==> src/hdl/rsl_pkg.sv <==
// Shared types and constants for the radial spotlight luminance block.
// Used by rsl_sqrt_stage and radial_spotlight_luminance; depends on nothing.
package rsl_pkg;

  localparam int CENTER_BITS = 14;   // width of the centre registers
  localparam int CFG_IDX_W   = 1;    // configuration index width

  // Configuration register indexes
  localparam logic [CFG_IDX_W-1:0] REG_CENTER_X = 1'b0;
  localparam logic [CFG_IDX_W-1:0] REG_CENTER_Y = 1'b1;

  localparam int NEAR_LIM = 160;     // distance where attenuation saturates
  localparam int SQ_W     = 16;      // |dx|^2 + |dy|^2 with |dx|,|dy| < 160
  localparam int AXIS_W   = 8;       // |dx| or |dy| below NEAR_LIM

  localparam logic [SQ_W-1:0] FAR_SQ = 16'd25600;
  localparam logic [15:0]     ATT_MAX = 16'd52428;   // floor(0.8 * 65536)

  // floor(r * 32 / 25) == (r * ATT_RECIP) >> RECIP_SHIFT for r < 58254
  localparam int                ATT_RECIP_W = 21;
  localparam logic [20:0]       ATT_RECIP   = 21'd1342178;
  localparam int                RECIP_SHIFT = 20;

  // Square root of s * 65536, two result bits per pipeline stage
  localparam int RAD_W          = 32;
  localparam int ROOT_W         = 16;
  localparam int REM_W          = 19;
  localparam int SQRT_PER_STAGE = 2;
  localparam int SQRT_STAGES    = ROOT_W / SQRT_PER_STAGE;

  typedef struct packed {
    logic [REM_W-1:0]  rem;
    logic [ROOT_W-1:0] root;
    logic [RAD_W-1:0]  rad;
  } sqrt_t;

endpackage

==> src/hdl/rsl_sqrt_stage.sv <==
// One registered stage of the digit-by-digit square root.
// Retires SQRT_PER_STAGE root bits; uses rsl_pkg types and constants.
module rsl_sqrt_stage #(
  parameter int SIDE_W = 17
) (
  input  logic                clk_i,
  input  logic                rst_ni,
  input  logic                en_i,
  input  logic                valid_i,
  input  rsl_pkg::sqrt_t      sq_i,
  input  logic [SIDE_W-1:0]   side_i,
  output logic                valid_o,
  output rsl_pkg::sqrt_t      sq_o,
  output logic [SIDE_W-1:0]   side_o
);

  rsl_pkg::sqrt_t                 cur;
  rsl_pkg::sqrt_t                 sq_d;
  rsl_pkg::sqrt_t                 sq_q;
  logic [rsl_pkg::REM_W-1:0]      acc;
  logic [rsl_pkg::REM_W-1:0]      trial;
  logic                           valid_q;
  logic [SIDE_W-1:0]              side_q;

  // Bring down the next bit pair, try (4*root + 1), keep or drop it.
  always_comb begin
    cur   = sq_i;
    acc   = '0;
    trial = '0;
    for (int k = 0; k < rsl_pkg::SQRT_PER_STAGE; k++) begin
      acc   = {cur.rem[rsl_pkg::REM_W-3:0], cur.rad[rsl_pkg::RAD_W-1 -: 2]};
      trial = rsl_pkg::REM_W'({cur.root, 2'b01});
      if (acc >= trial) begin
        cur.rem  = acc - trial;
        cur.root = {cur.root[rsl_pkg::ROOT_W-2:0], 1'b1};
      end else begin
        cur.rem  = acc;
        cur.root = {cur.root[rsl_pkg::ROOT_W-2:0], 1'b0};
      end
      cur.rad = {cur.rad[rsl_pkg::RAD_W-3:0], 2'b00};
    end
    sq_d = cur;
  end

  always_ff @(posedge clk_i or negedge rst_ni) begin
    if (!rst_ni) begin
      valid_q <= 1'b0;
    end else if (en_i) begin
      valid_q <= valid_i;
    end
  end

  always_ff @(posedge clk_i) begin
    if (en_i) begin
      sq_q   <= sq_d;
      side_q <= side_i;
    end
  end

  assign valid_o = valid_q;
  assign sq_o    = sq_q;
  assign side_o  = side_q;

endmodule

==> src/hdl/radial_spotlight_luminance.sv <==
// Radial spotlight luminance: dims each pixel by 0.5% per pixel of distance, capped at 80%.
// 12 register stages, among them the 8-stage square root (2 root bits per stage).
// Throughput: one pixel per cycle while the output is not stalled.
// A stall freezes the whole pipeline; bubbles travel as cleared valid bits.
// Reset clears all valid bits and both centre registers; payload registers are not reset.
// Depends on rsl_pkg and rsl_sqrt_stage.
module radial_spotlight_luminance #(
  parameter int COORD_BITS = 12,
  parameter int LUM_BITS   = 16
) (
  input  logic                                clk_i,
  input  logic                                rst_ni,
  // pixel transaction in
  input  logic                                in_valid_i,
  output logic                                in_stall_o,
  input  logic [COORD_BITS-1:0]               pixel_x_i,
  input  logic [COORD_BITS-1:0]               pixel_y_i,
  input  logic [LUM_BITS-1:0]                 lum_in_i,
  // result transaction out
  output logic                                out_valid_o,
  input  logic                                out_stall_i,
  output logic [LUM_BITS-1:0]                 lum_out_o,
  // configuration writes
  input  logic                                cfg_we_i,
  input  logic [rsl_pkg::CFG_IDX_W-1:0]       cfg_idx_i,
  input  logic [rsl_pkg::CENTER_BITS-1:0]     cfg_data_i
);

  // Signed difference wide enough for any centre minus any pixel coordinate.
  localparam int DW = ((rsl_pkg::CENTER_BITS > COORD_BITS + 1) ?
                       rsl_pkg::CENTER_BITS : COORD_BITS + 1) + 1;
  localparam int SIDE_W  = LUM_BITS + 1;
  localparam int PROD_W  = rsl_pkg::ROOT_W + rsl_pkg::ATT_RECIP_W;
  localparam int GAIN_W  = 17;
  localparam int OUT_P_W = LUM_BITS + GAIN_W;

  // ---------------------------------------------------------------------------
  // Configuration: centre registers, unchecked: user must write only while the block is idle
  // ---------------------------------------------------------------------------
  logic signed [rsl_pkg::CENTER_BITS-1:0] center_x_q;
  logic signed [rsl_pkg::CENTER_BITS-1:0] center_y_q;

  always_ff @(posedge clk_i or negedge rst_ni) begin
    if (!rst_ni) begin
      center_x_q <= '0;
      center_y_q <= '0;
    end else if (cfg_we_i) begin
      case (cfg_idx_i)
        rsl_pkg::REG_CENTER_X: center_x_q <= cfg_data_i;
        rsl_pkg::REG_CENTER_Y: center_y_q <= cfg_data_i;
        default: ;
      endcase
    end
  end

  // ---------------------------------------------------------------------------
  // Global advance: the pipeline moves unless the output holds a stalled result
  // ---------------------------------------------------------------------------
  logic en;
  logic out_valid_q;

  assign en         = !(out_valid_q && out_stall_i);
  assign in_stall_o = !en;

  // ---------------------------------------------------------------------------
  // Stage 1: per-axis distance, absolute value, near test
  // ---------------------------------------------------------------------------
  logic signed [DW-1:0]          dx;
  logic signed [DW-1:0]          dy;
  logic [DW-1:0]                 adx;
  logic [DW-1:0]                 ady;
  logic                          near;
  logic                          v1_q;
  logic [rsl_pkg::AXIS_W-1:0]    adx_q;
  logic [rsl_pkg::AXIS_W-1:0]    ady_q;
  logic                          near1_q;
  logic [LUM_BITS-1:0]           lum1_q;

  assign dx   = DW'(center_x_q) - DW'($signed({1'b0, pixel_x_i}));
  assign dy   = DW'(center_y_q) - DW'($signed({1'b0, pixel_y_i}));
  assign adx  = dx[DW-1] ? DW'(-dx) : DW'(dx);
  assign ady  = dy[DW-1] ? DW'(-dy) : DW'(dy);
  // Either axis at 160 or beyond puts s at 25600 or more: saturated.
  assign near = (adx < DW'(rsl_pkg::NEAR_LIM)) && (ady < DW'(rsl_pkg::NEAR_LIM));

  always_ff @(posedge clk_i or negedge rst_ni) begin
    if (!rst_ni) begin
      v1_q <= 1'b0;
    end else if (en) begin
      v1_q <= in_valid_i;
    end
  end

  always_ff @(posedge clk_i) begin
    if (en) begin
      adx_q   <= adx[rsl_pkg::AXIS_W-1:0];
      ady_q   <= ady[rsl_pkg::AXIS_W-1:0];
      near1_q <= near;
      lum1_q  <= lum_in_i;
    end
  end

  // ---------------------------------------------------------------------------
  // Stage 2: squared distance of near pixels
  // ---------------------------------------------------------------------------
  logic [rsl_pkg::SQ_W-1:0] sq_sum;
  logic                     v2_q;
  logic [rsl_pkg::SQ_W-1:0] sq2_q;
  logic                     near2_q;
  logic [LUM_BITS-1:0]      lum2_q;

  assign sq_sum = rsl_pkg::SQ_W'(adx_q) * rsl_pkg::SQ_W'(adx_q) +
                  rsl_pkg::SQ_W'(ady_q) * rsl_pkg::SQ_W'(ady_q);

  always_ff @(posedge clk_i or negedge rst_ni) begin
    if (!rst_ni) begin
      v2_q <= 1'b0;
    end else if (en) begin
      v2_q <= v1_q;
    end
  end

  always_ff @(posedge clk_i) begin
    if (en) begin
      sq2_q   <= sq_sum;
      near2_q <= near1_q;
      lum2_q  <= lum1_q;
    end
  end

  // ---------------------------------------------------------------------------
  // Stages 3..10: r = isqrt(s * 65536); far pixels feed a zero radicand
  // ---------------------------------------------------------------------------
  logic                  far2;
  logic                  sqrt_valid [0:rsl_pkg::SQRT_STAGES];
  rsl_pkg::sqrt_t        sqrt_st    [0:rsl_pkg::SQRT_STAGES];
  logic [SIDE_W-1:0]     sqrt_side  [0:rsl_pkg::SQRT_STAGES];

  assign far2          = !near2_q || (sq2_q >= rsl_pkg::FAR_SQ);
  assign sqrt_valid[0] = v2_q;
  assign sqrt_st[0].rem  = '0;
  assign sqrt_st[0].root = '0;
  assign sqrt_st[0].rad  = far2 ? '0 : {sq2_q, 16'd0};
  assign sqrt_side[0]    = {far2, lum2_q};

  for (genvar g = 0; g < rsl_pkg::SQRT_STAGES; g++) begin : g_sqrt
    rsl_sqrt_stage #(
      .SIDE_W (SIDE_W)
    ) u_stage (
      .clk_i   (clk_i),
      .rst_ni  (rst_ni),
      .en_i    (en),
      .valid_i (sqrt_valid[g]),
      .sq_i    (sqrt_st[g]),
      .side_i  (sqrt_side[g]),
      .valid_o (sqrt_valid[g+1]),
      .sq_o    (sqrt_st[g+1]),
      .side_o  (sqrt_side[g+1])
    );
  end

  // ---------------------------------------------------------------------------
  // Stage 11: attenuation A = floor(r * 32 / 25), saturated for far pixels
  // ---------------------------------------------------------------------------
  logic [rsl_pkg::ROOT_W-1:0] root;
  logic                       far_s;
  logic [LUM_BITS-1:0]        lum_s;
  logic [PROD_W-1:0]          att_prod;
  logic                       att_valid_q;
  logic [15:0]                att_q;
  logic [LUM_BITS-1:0]        att_lum_q;

  assign root     = sqrt_st[rsl_pkg::SQRT_STAGES].root;
  assign far_s    = sqrt_side[rsl_pkg::SQRT_STAGES][LUM_BITS];
  assign lum_s    = sqrt_side[rsl_pkg::SQRT_STAGES][LUM_BITS-1:0];
  assign att_prod = PROD_W'(root) * PROD_W'(rsl_pkg::ATT_RECIP);

  always_ff @(posedge clk_i or negedge rst_ni) begin
    if (!rst_ni) begin
      att_valid_q <= 1'b0;
    end else if (en) begin
      att_valid_q <= sqrt_valid[rsl_pkg::SQRT_STAGES];
    end
  end

  always_ff @(posedge clk_i) begin
    if (en) begin
      att_q     <= far_s ? rsl_pkg::ATT_MAX : att_prod[rsl_pkg::RECIP_SHIFT +: 16];
      att_lum_q <= lum_s;
    end
  end

  // ---------------------------------------------------------------------------
  // Stage 12: lum_out = floor(lum * (65536 - A) / 65536); output register
  // ---------------------------------------------------------------------------
  logic [GAIN_W-1:0]   gain;
  logic [OUT_P_W-1:0]  out_prod;
  logic [LUM_BITS-1:0] lum_out_q;

  assign gain     = GAIN_W'(17'h10000) - GAIN_W'(att_q);
  assign out_prod = OUT_P_W'(att_lum_q) * OUT_P_W'(gain);

  always_ff @(posedge clk_i or negedge rst_ni) begin
    if (!rst_ni) begin
      out_valid_q <= 1'b0;
    end else if (en) begin
      out_valid_q <= att_valid_q;
    end
  end

  always_ff @(posedge clk_i) begin
    if (en) begin
      lum_out_q <= out_prod[16 +: LUM_BITS];
    end
  end

  assign out_valid_o = out_valid_q;
  assign lum_out_o   = lum_out_q;

  // ---------------------------------------------------------------------------
  // Assertions
  // ---------------------------------------------------------------------------
  // An accepted pixel must land in the first stage.
  a_accept_loads: assert property (@(posedge clk_i) disable iff (!rst_ni)
    (in_valid_i && !in_stall_o) |=> v1_q)
    else $error("accepted pixel did not enter stage 1");

  // Dimming never brightens a pixel.
  a_no_gain: assert property (@(posedge clk_i) disable iff (!rst_ni)
    (en && att_valid_q) |=> (lum_out_q <= $past(att_lum_q)))
    else $error("output luminance exceeds input luminance");

  // A near pixel has s < 25600, so its root stays below 160 * 256.
  a_root_range: assert property (@(posedge clk_i) disable iff (!rst_ni)
    (sqrt_valid[rsl_pkg::SQRT_STAGES] && !far_s) |-> (root < 16'd40960))
    else $error("square root out of range for a near pixel");

endmodule

==> config.mk <==
export PLATFORM = sky130hd
export DESIGN_NAME = radial_spotlight_luminance
export DESIGN_NICKNAME = d
export VERILOG_FILES = /design/src/hdl/rsl_pkg.sv /design/src/hdl/rsl_sqrt_stage.sv /design/src/hdl/radial_spotlight_luminance.sv
export SDC_FILE = /design/constraint.sdc
export NUM_CORES = 2
export LEC_CHECK = 0
export ABC_CLOCK_PERIOD_IN_PS = 49300
export BUFFER_PORTS_ARGS = -buffer_cell sky130_fd_sc_hd__clkbuf_2
export CORE_MARGIN = 1
export CORE_UTILIZATION = 70
export DETAILED_ROUTE_END_ITERATION = 8
export PLACE_DENSITY_LB_ADDON = 0.1
export SYNTH_ARGS = -nofsm -noshare
export SYNTH_HDL_FRONTEND = slang
export SYNTH_SLANG_ARGS = --single-unit
export TNS_END_PERCENT = 1
==> constraint.sdc <==
create_clock -name clk_i -period 49.3 [get_ports clk_i]
set_clock_uncertainty 0.2 [all_clocks]
set_input_delay 7.395 -clock clk_i [delete_from_list [all_inputs] [get_ports clk_i]]
set_output_delay 7.395 -clock clk_i [all_outputs]
set_load 0.05 [all_outputs]
==> results by group <==
Clocking
  – CTS Sinks: 495
  – Gates resized, CTS repair: 0
  – Hold-fix buffers, CTS: 0
  – Clock Latency Late Sink: 0.66 ns
  – CTS tree: done
  – Clock Tree Root: clkbuf_16
  – CTS clk-pin slew, worst paths: 0.06 ns
  – Post-CTS Setup Inserts: 0
  – Htree depth: 2
  – CTS Buf Count: 54
  – Largest buffer count on any clock path: 3

STA
  – RSZ-0062 raised after global routing: no
  – Setup TNS: 0 ns
  – Final min period: 15.89 ns
  – FMAX: 62.9 MHz
  – Max Slew Vio Count: 0
  – Count of final setup violators: 0
  – Hold Violations, Final: 0
  – Worst-Margin Slew: 1.21 ns
  – Tcrit/Tclk final: 32.2%
  – Worst rel slew slack: 19.0%

Min path
  – Worst min path class: reg2reg
  – Hold Path Origin: g_sqrt[1].u_stage.sq_o[24]$_DFFE_PN_
  – Hold depth: 0

Routing
  – Router iterations before antenna repair: 6
  – Routed WL: 85,600 um
  – Detail Route Antenna Nets: 0
  – Post-DR vias/cell: 5.87
  – Vias: 28.5k
  – WL per Instance: 17.6 um
  – # DRC: 0
  – Initial DRC count: 1,989

Critical path
  – CP required: 41.71 ns
  – CP Max Fanout: 32
  – CP max-delay cell: nand2_4
  – Critical-path cell list: clkbuf_2 > nand2_4 > inv_1 > clkbuf_2
  – Worst-case reg-to-reg path depth: 27
  – Critical path class: in2out
  – Most used cell, CP: clkbuf_2
  – Endpoint class of the critical path: output port
  – Worst path max stage delay: 0.39 ns
  – Worst Path Arrival: 8.30 ns
  – CP Launch Type: primary input
  – Worst r2r src: att_q[0]$_SDFFCE_PP0N_
  – Worst setup path start: out_stall_i

Cells and area
  – Fin util: 76.2%
  – Fin nets: 4,924
  – ANT cells: 0
  – Number of fill cells: 4,095
  – Fin area: 0.0460 mm^2
  – Layout cell share with drive strength beyond 1: 8.74%
  – Final non-filler cell total: 4,857
  – Multi-input gate area: 0.0255 mm^2
  – P&R area growth vs syn: 7.58%
  – FF/Latch Area: 0.0147 mm^2

Synth
  – Synth Area in Compound Gates: 8.96%
  – Main combinational cell family by area after synthesis: adder cells
  – Number of synthesized flops with an enable pin: 455
  – Post-synthesis cell type count: 90
  – Mux share of post-synthesis cell area: 2.80%
  – Post-Syn Instances: 3,956
  – Synth Area in Simple Gates: 12.2%
  – Seq/Total Area, Yosys: 34.3%
  – Yosys warning count: 0
  – Fraction of registers with async set/reset: 8.08%
  – Synth Area in Adders: 31.2%
  – Syn Area/Cell: 10.8 um^2
  – Synth Area in XOR/XNOR: 4.18%
  – Flops & latches, synth: 495
  – Post-synthesis cell area: 0.0427 mm^2
  – Top FF cell, synth: edfxtp_1

Floorplan
  – CORE AREA: 0.0604 mm^2
  – Row cnt: 90
  – IO Pins: 78
  – Die width: 249 um
  – Die Span Y: 249 um
  – Die ar.: 0.0621 mm^2
  – Initial Util: 70.8%

Place
  – Port bufs: 77
  – GP Congestion: 0.893
  – HPWL Detailed: 64,400 um
  – Placed inst area: 0.0441 mm^2
  – Placed insts: 4,756

Global route
  – Initial antenna violation count: 0
  – Number of global-route vias before repair: 29.3k
  – Congestion Overflow GR: 0
  – Largest net degree at the start of global routing: 194
  – Global-route wire length before repair: 143,000 um
  – Gr usage total: 28.5%

Job
  – Max_cap viols: 0

Status
  – Status: finished, final reports clean
## metal layers
| layer | vias to the layer above | track usage (%) | part of all wire [%] |
|---|---|---|---|
| li1 | 13600 | - | - |
| met1 | 14100 | 38.3 | 43 |
| met2 | 722 | 49.1 | 49 |
| met3 | 147 | 3.42 | 5.4 |
| met4 | 0 | 7.85 | 2.4 |
| met5 | - | 0 | 0 |
## cell type report
| cell class | instances | share of cell area (%) |
|---|---|---|
| timing repair buffer | 101 | 1.26 |
| tap | 782 | 2.13 |
| inverter | 631 | 5.15 |
| clock buffer | 65 | 3.14 |
| sequential | 495 | 31.9 |
| clock inverter | 36 | 1.04 |
| multi-input combinational | 2747 | 55.4 |
## final timing paths
path	to	slack, ns
setup / recovery	in_stall_o	33.41
hold / removal	g_sqrt[2].u_stage.sq_o[28]$_DFFE_PN_	0.20
setup reg to reg	lum_out_o[15]$_DFFE_PN_	40.35
hold reg to reg	g_sqrt[2].u_stage.sq_o[28]$_DFFE_PN_	0.20
max in group asynchronous	center_y_q[8]$_DFFE_PN0P_	41.51
min in group asynchronous	g_sqrt[3].u_stage.valid_o$_DFFE_PN0N_	6.74
## metrics by stage
stage | hold WS, ns | setup slack [ns]
finish | 0.197 | 33.41
global placement | 0.200 | 33.38
global route | 0.213 | 33.34
floorplan | 0.200 | 17.61
CTS | 0.189 | 33.38
detailed placement | 0.205 | 33.39
## synthesized netlist by cell type, types with 15 or more instances
cell type  count  area [um^2]
a211oi_1      23          173
a21o_1        54          405
a21oi_1      143          716
a31oi_1       16          100
and2_1       192         1200
clkbuf_1      73          274
dfrtp_1       40         1000
edfxtp_1     455        13700
fa_1         387         7750
ha_1         447         5590
inv_1        628         2360
mux2_2        91         1020
nand2_1      317         1190
nand2b_1      30          188
nand3_1       46          230
nand4_1       20          125
nor2_1       195          732
nor2b_1       37          231
nor3_1        55          275
nor3b_1       15          113
nor4_1        23          144
o21a_1        42          315
o21ai_0      115          576
o31ai_1       18          135
or2_2         24          150
or3_1         18          113
xnor2_1      136         1190
xor2_1        68          596
## state kept, by name, summed over array words and instances, names as in the netlist, 8 cells and up
| name | cells |
|---|---|
| lum2_q | 16 |
| att_lum_q | 16 |
| att_q | 16 |
| sq2_q | 16 |
| center_x_q | 14 |
| g_sqrt.u_stage.side_o | 136 |
| g_sqrt.u_stage.valid_o | 8 |
| ady_q | 8 |
| center_y_q | 14 |
| adx_q | 8 |
| lum_out_o | 16 |
| lum1_q | 16 |
| g_sqrt.u_stage.sq_o | 205 |
## critical path: cells and delay by family
kind / cells / cell delay (ns)
buffers and inverters: 3 / 0.50
AND/OR/NAND/NOR: 1 / 0.39
## cells in the final DEF (no fill, tap or decap), drive strengths merged, types with 21 or more instances in the layout
cell | Yosys | final
nand2b | 30 | 30
inv | 629 | 635
xor2 | 68 | 68
a211oi | 23 | 23
o21ai | 115 | 115
ha | 447 | 447
nor2 | 195 | 195
nand2 | 318 | 318
mux2 | 93 | 93
dfrtp | 40 | 40
nor3 | 56 | 56
edfxtp | 455 | 455
clkinv | 2 | 21
buf | 11 | 24
or2 | 25 | 25
a21o | 54 | 54
nor4 | 25 | 25
clkbuf | 73 | 142
and2 | 192 | 192
nor2b | 37 | 37
xnor2 | 136 | 136
a21oi | 143 | 143
o21a | 42 | 42
fa | 387 | 387
nand3 | 46 | 46
## logic make-up after synthesis
kind of cell,after synthesis
flops,495
compound gates,567
simple gates,1033
other cells,1
xor+xnor,204
fa+ha+maj,834
buf+inv,715
mux,107
Power is not shown: default switching activity piles up to over one toggle a cycle in this logic, so the estimate is an artifact.
